[config.mk]
export PLATFORM = sky130hd
export DESIGN_NAME = identifier_case_converter_top
export DESIGN_NICKNAME = d
export VERILOG_FILES = /design/src/rtl/icc_pkg.sv /design/src/rtl/icc_front.sv /design/src/rtl/icc_fifo.sv /design/src/rtl/icc_back.sv /design/src/rtl/identifier_case_converter_top.sv
export SDC_FILE = /design/constraint.sdc
export NUM_CORES = 1
export LEC_CHECK = 0
export ABC_AREA = 1
export BUFFER_PORTS_ARGS = -buffer_cell sky130_fd_sc_hd__buf_2
export CORE_ASPECT_RATIO = 0.9
export CORE_MARGIN = 2
export CORE_UTILIZATION = 60
export DETAILED_ROUTE_END_ITERATION = 16
export PLACE_DENSITY = 0.82
export SYNTH_ARGS = -nofsm -noshare
export SYNTH_HDL_FRONTEND = slang
export SYNTH_SLANG_ARGS = --single-unit
[constraint.sdc]
create_clock -name clk_i -period 3.49 [get_ports clk_i]
set_input_delay 0.349 -clock clk_i [delete_from_list [all_inputs] [get_ports clk_i]]
set_output_delay 0.349 -clock clk_i [all_outputs]
set_load 0.03 [all_outputs]
[src/rtl/icc_pkg.sv]
package icc_pkg;

  typedef enum logic [3:0] {
    MODE_LOWER     = 4'd0,
    MODE_UPPER     = 4'd1,
    MODE_CAPITAL   = 4'd2,
    MODE_SNAKE     = 4'd3,
    MODE_CONST     = 4'd4,
    MODE_PATH      = 4'd5,
    MODE_BACKSLASH = 4'd6,
    MODE_SPINAL    = 4'd7,
    MODE_DOT       = 4'd8,
    MODE_TITLE     = 4'd9,
    MODE_CAMEL     = 4'd10,
    MODE_PASCAL    = 4'd11,
    MODE_ALNUM     = 4'd12
  } style_mode_e;

  localparam logic [7:0] CH_DASH       = 8'h2d;
  localparam logic [7:0] CH_DOT        = 8'h2e;
  localparam logic [7:0] CH_SPACE      = 8'h20;
  localparam logic [7:0] CH_UNDERSCORE = 8'h5f;
  localparam logic [7:0] CH_SLASH      = 8'h2f;
  localparam logic [7:0] CH_BACKSLASH  = 8'h5c;
  localparam logic [7:0] CH_NUL        = 8'h00;
  localparam logic [7:0] CASE_DELTA    = 8'h20;

  typedef struct packed {
    logic [7:0] in_char;
    logic       in_last;
    logic       in_no_char;
  } icc_in_t;

  typedef struct packed {
    logic [7:0] out_char;
    logic       out_valid;
    logic       out_last;
  } icc_out_t;

  // One queued operation: no byte (bare end marker), one byte or two bytes.
  typedef struct packed {
    logic       has_byte;
    logic       two;
    logic [7:0] b0;
    logic [7:0] b1;
    logic       last;
  } icc_op_t;

  function automatic logic is_up(input logic [7:0] c);
    return (c >= 8'h41) && (c <= 8'h5a);
  endfunction

  function automatic logic is_low(input logic [7:0] c);
    return (c >= 8'h61) && (c <= 8'h7a);
  endfunction

  function automatic logic is_digit(input logic [7:0] c);
    return (c >= 8'h30) && (c <= 8'h39);
  endfunction

  function automatic logic is_alnum(input logic [7:0] c);
    return is_up(c) || is_low(c) || is_digit(c);
  endfunction

  function automatic logic [7:0] to_low(input logic [7:0] c);
    return is_up(c) ? c + CASE_DELTA : c;
  endfunction

  function automatic logic [7:0] to_up(input logic [7:0] c);
    return is_low(c) ? c - CASE_DELTA : c;
  endfunction

  function automatic logic is_sep(input logic [7:0] c);
    return (c == CH_DASH) || (c == CH_DOT) || (c == CH_SPACE);
  endfunction

endpackage

[src/rtl/icc_front.sv]
module icc_front (
  input  logic             clk_i,
  input  logic             rst_ni,
  input  logic             cfg_we_i,
  input  logic [3:0]       cfg_data_i,
  input  logic             in_valid_i,
  output logic             in_stall_o,
  input  icc_pkg::icc_in_t in_i,
  output logic             push_o,
  output icc_pkg::icc_op_t push_op_o,
  input  logic             full_i
);
  import icc_pkg::*;

  logic [3:0] mode_q;
  logic       start_q, start_d;
  logic       cap_q, cap_d;
  logic       emitted_q, emitted_d;
  logic       accept;

  assign in_stall_o = full_i;
  assign accept     = in_valid_i && !full_i;

  always_comb begin
    logic [7:0] c;
    logic [7:0] m;
    logic [7:0] s0;
    logic [7:0] s1;
    logic       first;
    logic       cap;
    logic       n_any;
    logic       n_two;

    c     = in_i.in_char;
    first = start_q;
    cap   = first ? (mode_q == MODE_TITLE) : cap_q;
    n_any = 1'b0;
    n_two = 1'b0;
    s0    = CH_NUL;
    s1    = CH_NUL;
    m     = is_sep(c) ? CH_UNDERSCORE : c;

    case (mode_q)
      MODE_LOWER: begin
        s0 = to_low(c);
        n_any = 1'b1;
      end
      MODE_UPPER: begin
        s0 = to_up(c);
        n_any = 1'b1;
      end
      MODE_CAPITAL: begin
        s0 = first ? to_up(c) : c;
        n_any = 1'b1;
      end
      MODE_SNAKE, MODE_CONST, MODE_PATH, MODE_BACKSLASH,
      MODE_SPINAL, MODE_DOT, MODE_TITLE: begin
        n_any = 1'b1;
        if (first) begin
          s0 = to_low(m);
        end else if (is_up(m)) begin
          s0 = CH_UNDERSCORE;
          s1 = to_low(m);
          n_two = 1'b1;
        end else begin
          s0 = m;
        end
        case (mode_q)
          MODE_CONST: begin
            s0 = to_up(s0);
            s1 = to_up(s1);
          end
          MODE_PATH: begin
            if (s0 == CH_UNDERSCORE) s0 = CH_SLASH;
          end
          MODE_BACKSLASH: begin
            if (s0 == CH_UNDERSCORE) s0 = CH_BACKSLASH;
          end
          MODE_SPINAL: begin
            if (s0 == CH_UNDERSCORE) s0 = CH_DASH;
          end
          MODE_DOT: begin
            if (s0 == CH_UNDERSCORE) s0 = CH_DOT;
          end
          MODE_TITLE: begin
            if (s0 == CH_UNDERSCORE) begin
              s0 = CH_SPACE;
              cap = 1'b1;
            end else if (cap) begin
              s0 = to_up(s0);
              cap = 1'b0;
            end else begin
              s0 = to_low(s0);
            end
            // The second byte of a pair is always a lowercase letter.
            if (n_two) begin
              if (cap) begin
                s1 = to_up(s1);
                cap = 1'b0;
              end else begin
                s1 = to_low(s1);
              end
            end
          end
          default: ;
        endcase
      end
      MODE_CAMEL, MODE_PASCAL: begin
        if (is_sep(c) || (c == CH_UNDERSCORE)) begin
          cap = 1'b1;
        end else if (is_alnum(c)) begin
          n_any = 1'b1;
          if (!emitted_q) begin
            s0 = (mode_q == MODE_PASCAL) ? to_up(c) : to_low(c);
          end else if (cap) begin
            s0 = to_up(c);
            cap = 1'b0;
          end else begin
            s0 = c;
          end
        end
      end
      MODE_ALNUM: begin
        if (is_alnum(c)) begin
          s0 = c;
          n_any = 1'b1;
        end
      end
      default: begin
        s0 = c;
        n_any = 1'b1;
      end
    endcase

    if (in_i.in_no_char) begin
      n_any = 1'b0;
      n_two = 1'b0;
    end

    push_op_o.has_byte = n_any;
    push_op_o.two      = n_two;
    push_op_o.b0       = s0;
    push_op_o.b1       = s1;
    push_op_o.last     = in_i.in_last;
    push_o             = accept && (n_any || in_i.in_last);

    start_d   = start_q;
    cap_d     = cap_q;
    emitted_d = emitted_q;
    if (accept) begin
      if (in_i.in_last) begin
        start_d   = 1'b1;
        cap_d     = 1'b0;
        emitted_d = 1'b0;
      end else if (!in_i.in_no_char) begin
        start_d   = 1'b0;
        cap_d     = cap;
        emitted_d = emitted_q || n_any;
      end
    end
  end

  always_ff @(posedge clk_i or negedge rst_ni) begin
    if (!rst_ni) begin
      mode_q    <= MODE_LOWER;
      start_q   <= 1'b1;
      cap_q     <= 1'b0;
      emitted_q <= 1'b0;
    end else begin
      if (cfg_we_i) begin
        mode_q <= cfg_data_i;
      end
      start_q   <= start_d;
      cap_q     <= cap_d;
      emitted_q <= emitted_d;
    end
  end

endmodule

[src/rtl/icc_fifo.sv]
module icc_fifo #(
  parameter int Depth = 4
) (
  input  logic             clk_i,
  input  logic             rst_ni,
  input  logic             push_i,
  input  icc_pkg::icc_op_t push_op_i,
  output logic             full_o,
  input  logic             pop_i,
  output icc_pkg::icc_op_t head_op_o,
  output logic             empty_o
);
  import icc_pkg::*;

  localparam int PtrW = (Depth > 1) ? $clog2(Depth) : 1;
  localparam int CntW = $clog2(Depth + 1);
  localparam logic [PtrW-1:0] LastPtr = PtrW'(Depth - 1);
  localparam logic [CntW-1:0] FullCnt = CntW'(Depth);

  icc_op_t         mem_q [Depth];
  logic [PtrW-1:0] wr_ptr_q, wr_ptr_d;
  logic [PtrW-1:0] rd_ptr_q, rd_ptr_d;
  logic [CntW-1:0] cnt_q, cnt_d;
  logic            do_push;
  logic            do_pop;

  assign full_o    = (cnt_q == FullCnt);
  assign empty_o   = (cnt_q == '0);
  assign head_op_o = mem_q[rd_ptr_q];
  assign do_push   = push_i && !full_o;
  assign do_pop    = pop_i && !empty_o;

  always_comb begin
    wr_ptr_d = wr_ptr_q;
    rd_ptr_d = rd_ptr_q;
    cnt_d    = cnt_q;
    if (do_push) begin
      wr_ptr_d = (wr_ptr_q == LastPtr) ? '0 : wr_ptr_q + 1'b1;
    end
    if (do_pop) begin
      rd_ptr_d = (rd_ptr_q == LastPtr) ? '0 : rd_ptr_q + 1'b1;
    end
    if (do_push && !do_pop) begin
      cnt_d = cnt_q + 1'b1;
    end else if (!do_push && do_pop) begin
      cnt_d = cnt_q - 1'b1;
    end
  end

  always_ff @(posedge clk_i or negedge rst_ni) begin
    if (!rst_ni) begin
      wr_ptr_q <= '0;
      rd_ptr_q <= '0;
      cnt_q    <= '0;
    end else begin
      wr_ptr_q <= wr_ptr_d;
      rd_ptr_q <= rd_ptr_d;
      cnt_q    <= cnt_d;
    end
  end

  always_ff @(posedge clk_i) begin
    if (do_push) begin
      mem_q[wr_ptr_q] <= push_op_i;
    end
  end

endmodule

[src/rtl/icc_back.sv]
module icc_back (
  input  logic              clk_i,
  input  logic              rst_ni,
  input  icc_pkg::icc_op_t  head_op_i,
  input  logic              empty_i,
  output logic              pop_o,
  output logic              out_valid_o,
  input  logic              out_stall_i,
  output icc_pkg::icc_out_t out_o
);
  import icc_pkg::*;

  logic     valid_q, valid_d;
  logic     second_q, second_d;
  icc_out_t out_q, out_d;
  logic     load;

  assign load        = !empty_i && (!valid_q || !out_stall_i);
  assign out_valid_o = valid_q;
  assign out_o       = out_q;

  always_comb begin
    valid_d  = valid_q && out_stall_i;
    second_d = second_q;
    out_d    = out_q;
    pop_o    = 1'b0;
    if (load) begin
      valid_d = 1'b1;
      if (!head_op_i.has_byte) begin
        out_d.out_char  = CH_NUL;
        out_d.out_valid = 1'b0;
        out_d.out_last  = 1'b1;
        pop_o           = 1'b1;
      end else if (head_op_i.two && !second_q) begin
        // First byte of a pair; the operation stays at the queue head.
        out_d.out_char  = head_op_i.b0;
        out_d.out_valid = 1'b1;
        out_d.out_last  = 1'b0;
        second_d        = 1'b1;
      end else begin
        out_d.out_char  = second_q ? head_op_i.b1 : head_op_i.b0;
        out_d.out_valid = 1'b1;
        out_d.out_last  = head_op_i.last;
        second_d        = 1'b0;
        pop_o           = 1'b1;
      end
    end
  end

  always_ff @(posedge clk_i or negedge rst_ni) begin
    if (!rst_ni) begin
      valid_q  <= 1'b0;
      second_q <= 1'b0;
    end else begin
      valid_q  <= valid_d;
      second_q <= second_d;
    end
  end

  always_ff @(posedge clk_i) begin
    out_q <= out_d;
  end

endmodule

[src/rtl/identifier_case_converter_top.sv]
// Identifier case converter: rewrites a byte string into a naming style.
// The input channel (in_valid_i, in_stall_o, in_i) moves one beat per string
// byte; in_last marks the final beat, and in_no_char with in_last ends an
// empty string. The output channel (out_valid_o, out_stall_i, out_o) moves
// one beat per produced byte; a string whose final beat produces no byte
// gets one bare end marker (out_valid = 0, out_last = 1).
// The style is set through cfg_we_i / cfg_data_i; the user is to write it
// only while no string is in flight, which the block does not enforce. Codes
// 13 to 15 pass bytes through unchanged. Throughput: one beat per cycle in
// both directions while neither side stalls; an input byte that expands into
// an inserted separator plus a letter takes two output beats, and the
// operation queue absorbs that while input keeps flowing. The front
// classifier and its string state set the input rate; the output register
// in the back end sets the output rate.
// Reset clears the string state, selects the lower style and empties the
// queue and the output register. When the receiver stalls, the shown beat
// holds; the queue fills and in_stall_o rises only when it is full.
module identifier_case_converter_top #(
  parameter int QueueDepth = 4
) (
  input  logic              clk_i,
  input  logic              rst_ni,
  input  logic              cfg_we_i,
  input  logic [3:0]        cfg_data_i,
  input  logic              in_valid_i,
  output logic              in_stall_o,
  input  icc_pkg::icc_in_t  in_i,
  output logic              out_valid_o,
  input  logic              out_stall_i,
  output icc_pkg::icc_out_t out_o
);
  import icc_pkg::*;

  // Operations travel from the classifier to the emitter through the queue.
  logic    push;
  icc_op_t push_op;
  logic    full;
  logic    pop;
  icc_op_t head_op;
  logic    empty;

  // Front: takes input beats, tracks string state, works out the bytes.
  icc_front u_front (
    .clk_i      (clk_i),
    .rst_ni     (rst_ni),
    .cfg_we_i   (cfg_we_i),
    .cfg_data_i (cfg_data_i),
    .in_valid_i (in_valid_i),
    .in_stall_o (in_stall_o),
    .in_i       (in_i),
    .push_o     (push),
    .push_op_o  (push_op),
    .full_i     (full)
  );

  // Short queue that lets the two halves stall on their own.
  icc_fifo #(
    .Depth (QueueDepth)
  ) u_fifo (
    .clk_i     (clk_i),
    .rst_ni    (rst_ni),
    .push_i    (push),
    .push_op_i (push_op),
    .full_o    (full),
    .pop_i     (pop),
    .head_op_o (head_op),
    .empty_o   (empty)
  );

  // Back: splits each operation into output beats behind a register.
  icc_back u_back (
    .clk_i       (clk_i),
    .rst_ni      (rst_ni),
    .head_op_i   (head_op),
    .empty_i     (empty),
    .pop_o       (pop),
    .out_valid_o (out_valid_o),
    .out_stall_i (out_stall_i),
    .out_o       (out_o)
  );

endmodule

## Word level (Yosys, flattened, before mapping)

Memories as Yosys holds them, arrays and structs flattened.
Index checks and enable logic that the tools add are counted.

- Output and inout port bits: 12
- Register bits: 26
- RAM bits: 76
- Memories: 1
- Bits in read-only memories: 0
- Input bits: 19
- Word-level logic and storage cells: 171
- Latch bits: 0

- Magnitude comparators: 16
- Reductions and logical operators: 39
- Div/mod/pow operators: 0
- Bitwise logic cells: 0
- Add/sub/neg operators: 11
- Shift-type cells: 0
- Eq/ne operators: 21
- Multiply operators: 0
- Multiplexer cells: 71

Memory list:

| memory | depth | width | read ports | clocked after Yosys merged registers in | write ports | RTL line | text |
|---|---|---|---|---|---|---|---|
| u_fifo.mem_q | 4 | 19 | 1 | 0 | 1 | icc_fifo.sv:20 | `icc_op_t mem_q [Depth];` |

Operators with widths:

| kind | count |
|---|---|
| 2-to-1 mux 8 bit | 31 |
| one-hot mux 8 bit (6 select lines) | 2 |
| >= comparator 8 x 7 -> 1 bit, second input constant | 7 |
| <= comparator 8 x 7 -> 1 bit, second input constant | 7 |
| adder 8 x 6 -> 8 bit, second input constant | 4 |
| 2-to-1 mux 1 bit | 30 |
| equality test 8 x 6 -> 1 bit, second input constant | 3 |
| subtractor 8 x 6 -> 8 bit, second input constant | 3 |
| equality test 4 bit, second input constant | 5 |
| logical AND 1 bit | 17 |
| equality test 4 x 3 -> 1 bit, second input constant | 4 |
| equality test 8 x 7 -> 1 bit, second input constant | 2 |
| one-hot mux 8 bit (2 select lines) | 1 |
| 2-to-1 mux 10 bit | 1 |
| equality test 4 x 2 -> 1 bit, second input constant | 2 |
| >= comparator 8 x 6 -> 1 bit, second input constant | 1 |
| <= comparator 8 x 6 -> 1 bit, second input constant | 1 |
| logical OR 1 bit | 8 |
| logical NOT 1 bit | 7 |
| OR reduction 7 bit | 1 |
| 2-to-1 mux 3 bit | 2 |
| adder 2 x 1 -> 2 bit, second input constant | 2 |
| equality test 2 bit, second input constant | 2 |
| equality test 4 x 1 -> 1 bit, second input constant | 1 |
| other kinds (11) | 14 |

## Depth between registers and ports, before layout

- Depth after elaboration: 18
- Gate-level depth with buffers: 24
- Depth with buffers taken out: 24

## Cells and area by module

A second synthesis with hierarchy kept.

- Cells, all modules: 705
- Area, all modules: 6,125.9 µm²

Modules (own cells, without submodules):

| module | instances | cells an instance | area each (µm²) | seq. area each (µm²) |
|---|---|---|---|---|
| icc_fifo | 1 | 282 | 3,594.7 | 2,457.4 |
| icc_front | 1 | 370 | 1,999.4 | 176.4 |
| icc_back | 1 | 53 | 531.8 | 350.3 |

## Worst setup path before layout

No wires, ideal clock.

- Path type: input to register
- From: input port in_i[6] (netlist bit)
- To: memory u_fifo.mem_q[0][16] (netlist bit) (data pin)
- Path buffers: 1
- Stages: 23
- Required time: 3.227 ns
- Setup time: 0.263 ns
- Slack: 0.551 ns
- Arrival: 2.676 ns
- Path through: buf_6 > inv_4 > nand2_2 > nor2_8 > nand2_2 > inv_1 > nor2_1 > ha_1 > nor2_1 > nand4_1 > nand2_4 > inv_1 > ha_1 > inv_1 > nor2_1 > nand2_1 > nand2_1 > nand3_1 > nand3_1 > nand3_1 > nand2_1 > o21ai_0 > inv_1

RTL lines:

| what | RTL line | text |
|---|---|---|
| start: declaration | identifier_case_converter_top.sv:27 | `input icc_pkg::icc_in_t in_i,` |
| end: declaration | icc_fifo.sv:20 |  |

==> flow_metrics.tcl <==
set metrics [dict create \
    ir_drop_uv 491 \
    grt_antenna_before_repair 0 \
    drt-pass1-iter-count 5 \
    routed-via-count 4952 \
    path_class "in -> reg" \
    cts-buffers-inserted 9 \
    report.final.setup_viol 0 \
    outcome "completed" \
    final_period_minus_worst_setup_slack_ns 3.15 \
    dominantRegCellSynth "edfxtp_1" \
    die_x_um 109 \
    avgRoutedWirePerCell_um 17.2 \
    critPathLaunchType "primary input" \
    timing.hold.worst_path_depth 3 \
    power-per-cell-area_nw_per_um2 644 \
    die_area_um2 10700 \
    fraction_of_final_layout_cells_with_drive_strength_greater_than_1_pct 13.8 \
    final_common_cell "nor2_1" \
    final_core_util_pct 67.0 \
    total_leakage_power_nw 2.70 \
    ff2ff_path_depth 18 \
    synth.yosys.warnings 0 \
    asyncSetResetFlopFracSynth_pct 15.7 \
    stdcell_count 849 \
    netlist.area_leader.share_pct 43.7 \
    critical_path.n_buffers_inverters 5 \
    place_hpwl_um 10900 \
    post-route-drc-count 0 \
    ctsLongestPathBuffers 2 \
    grt_first_pass_wirelength_um 23700 \
    slew_headroom_pct 47.3 \
    netlist_instances 679 \
    final.setup.tns_ns 0 \
    clock_pin_slew_on_the_worst_setup_and_hold_paths_ns 0.10 \
    cts.repair_timing.setup_buffer_count 0 \
    max_slew.worst_pin.slew_ns 0.782 \
    grt_max_degree 28 \
    cpMostUsedCell "nand2_1" \
    final_antenna_net_count 0 \
    globalRouteOverflowTotal 0 \
    critical_path.max_stage_delay_ns 0.34 \
    initial_cell_density_of_the_core_pct 61.5 \
    grt_setup_unrepaired "no" \
    layout_common_cells "nor2_1 (111), nand2_1 (101), o21ai_0 (90)" \
    die_height_um 98.2 \
    tritoncts "yes" \
    h_tree_depth 3 \
    std_cell_rows 34 \
    average_footprint_of_a_synthesized_cell_um2 8.71 \
    cpLargestDelayFamily "simple AND/OR/NAND/NOR gates" \
    synth.distinct_cells 46 \
    count_of_input_and_output_buffers 30 \
    synth_area_leaders "edfxtp_1 (44%), o21ai_0 (7.6%), nor2_1 (7.0%)" \
    synth_fp_nets 718 \
    path_depth 25 \
    post-synth-top-area-cell "edfxtp_1" \
    maxSlewViolCount 0 \
    core_area_um2 9610 \
    crit_path_end_kind "flip-flop" \
    vias_per_cell 5.83 \
    insertion_delay_ns 0.36 \
    synth_enable_flop_cells 86 \
    cp_data_arrival_time_ns 3.30 \
    max-cap-violations 0 \
    synth_seq_area_share_pct 50.5 \
    total_detailed_routing_wirelength_um 14600 \
    total_power_mw 4.15 \
    grtUsageTotal_pct 29.0 \
    first_global_vias 4804 \
    clock-sinks 102 \
    ys_seq_elements 102 \
    gp_congestion 0.949 \
    clock-root-buffer "clkbuf_8" \
    critPathSlowestCell "ha_1" \
    areaGrowthSynthToFinish_pct 8.95 \
    worst_clock_skew_ns 0.0154 \
    required_ns 3.64 \
    critPathMaxFanout 7 \
    fin_nets 757 \
    number_of_cells_after_detailed_placement 832 \
    antennaDiodeCount 0 \
    first_iter_violations 469 \
    syn-cell-area_um2 5910 \
    hold_path_class "in -> reg" \
    finalHoldViolations 0 \
    clock.fmax_ghz 0.317 \
    ios 31 \
    post_route_fraction_of_the_period_consumed_by_the_critical_path_pct 90.3 \
]
==> area by class of cell <==
| type | instances | area (µm²) |
|---|---|---|
| Timing Repair Buffer | 45 | 265 |
| Clock buffer | 11 | 141 |
| Sequential cell | 102 | 2980 |
| Fill cell | 774 | 3170 |
| Clock inverter | 5 | 45.0 |
| Inverter | 82 | 312 |
| Tap cell | 126 | 158 |
| Multi-Input combinational cell | 478 | 2540 |
==> registers in the layout, indices dropped and copies added (netlist names) <==
| name | count |
|---|---|
| u_fifo.mem_q | 76 |
| u_back.out_o | 10 |
| u_front.mode_q | 4 |
| u_fifo.cnt_q | 3 |
| u_fifo.rd_ptr_q | 2 |
| u_fifo.wr_ptr_q | 2 |
| u_back.out_valid_o | 1 |
| u_back.second_q | 1 |
| u_front.cap_q | 1 |
| u_front.emitted_q | 1 |
| u_front.start_q | 1 |
==> cell families after synthesis <==
| family | count (synthesis) | share of synthesized area (%) |
|---|---|---|
| buf+inv | 99 | 6.62 |
| flops | 102 | 50.5 |
| simple gates | 294 | 22.8 |
| compound gates | 159 | 14.9 |
| fa+ha+maj | 20 | 4.36 |
| mux | 2 | 0.381 |
| xor+xnor | 3 | 0.444 |
==> final timing paths <==
kind,slack (ns),start,to
max,0.34,in_i[5],u_fifo.mem_q[0][15]
min,0.20,cfg_data_i[1],u_front.mode_q[1]
max reg2reg,0.39,u_front.mode_q[3],u_fifo.cnt_q[2]
min reg2reg,0.52,u_back.out_valid_o,u_back.out_valid_o
max in group asynchronous,2.73,rst_ni,u_front.start_q
min in group asynchronous,0.44,rst_ni,u_fifo.wr_ptr_q[1]
==> worst min-delay path, cell delays in order <==
cell     delay, ns
buf_2         0.08
nand2_1       0.04
o21ai_0       0.06
==> repair_timing <==
action	in CTS	in global routing
hold endpoints to repair	15	0
gates resized for setup	0	0
setup endpoints to repair	0	0
hold buffers	1	0
==> routing by layer <==
metal | vias to the layer above | part of all wire (%) | wire length [µm] | track usage (%)
met3 | 27 | 7.2 | 1050 | 6.07
met1 | 2308 | 42 | 6090 | 38.3
met5 | - | 0 | 0 | 0
li1 | 2404 | - | - | -
met2 | 213 | 49 | 7110 | 47.2
met4 | 0 | 2.4 | 348 | 10.6
==> through the flow <==
stage	worst slack (ns)	cell area, µm²	hold WS, ns
4_1_cts	0.437	6440	0.192
3_3_place_gp	0.239	6250	0.282
3_5_place_dp	0.0840	6250	0.288
6_report	0.340	6440	0.196
5_1_grt	0.0846	6440	0.199
2_1_floorplan	0.551	5910	0.0534
==> cells in the mapped netlist, types with 2 or more instances <==
cell and instances:
clkinv_1 5, o31ai_1 3, o21ai_0 90, nand2_2 10, ha_1 19, a21oi_1 27, nor2_8 2, nand4_1 10
nand3_2 2, nor3_1 6, a31oi_1 11, edfxtp_1 86, mux2_2 2, o211ai_1 8, o21ai_1 5, dfrtp_1 15
nor2_1 111, xor2_1 2, buf_6 2, a22oi_1 4, o22ai_1 2, nand3_1 39, inv_2 6, clkbuf_1 14
o2111ai_1 3, nor2_4 4, nand2_1 101, inv_1 69, nand2_4 3, nor2_2 2
==> power breakdown <==
| part | switching [mW] | internal [mW] |
|---|---|---|
| sequential | 0.161 | 1.66 |
| combinational | 1.14 | 0.504 |
| clock | 0.400 | 0.288 |
No activity file was read; power rests on OpenSTA's default activity.
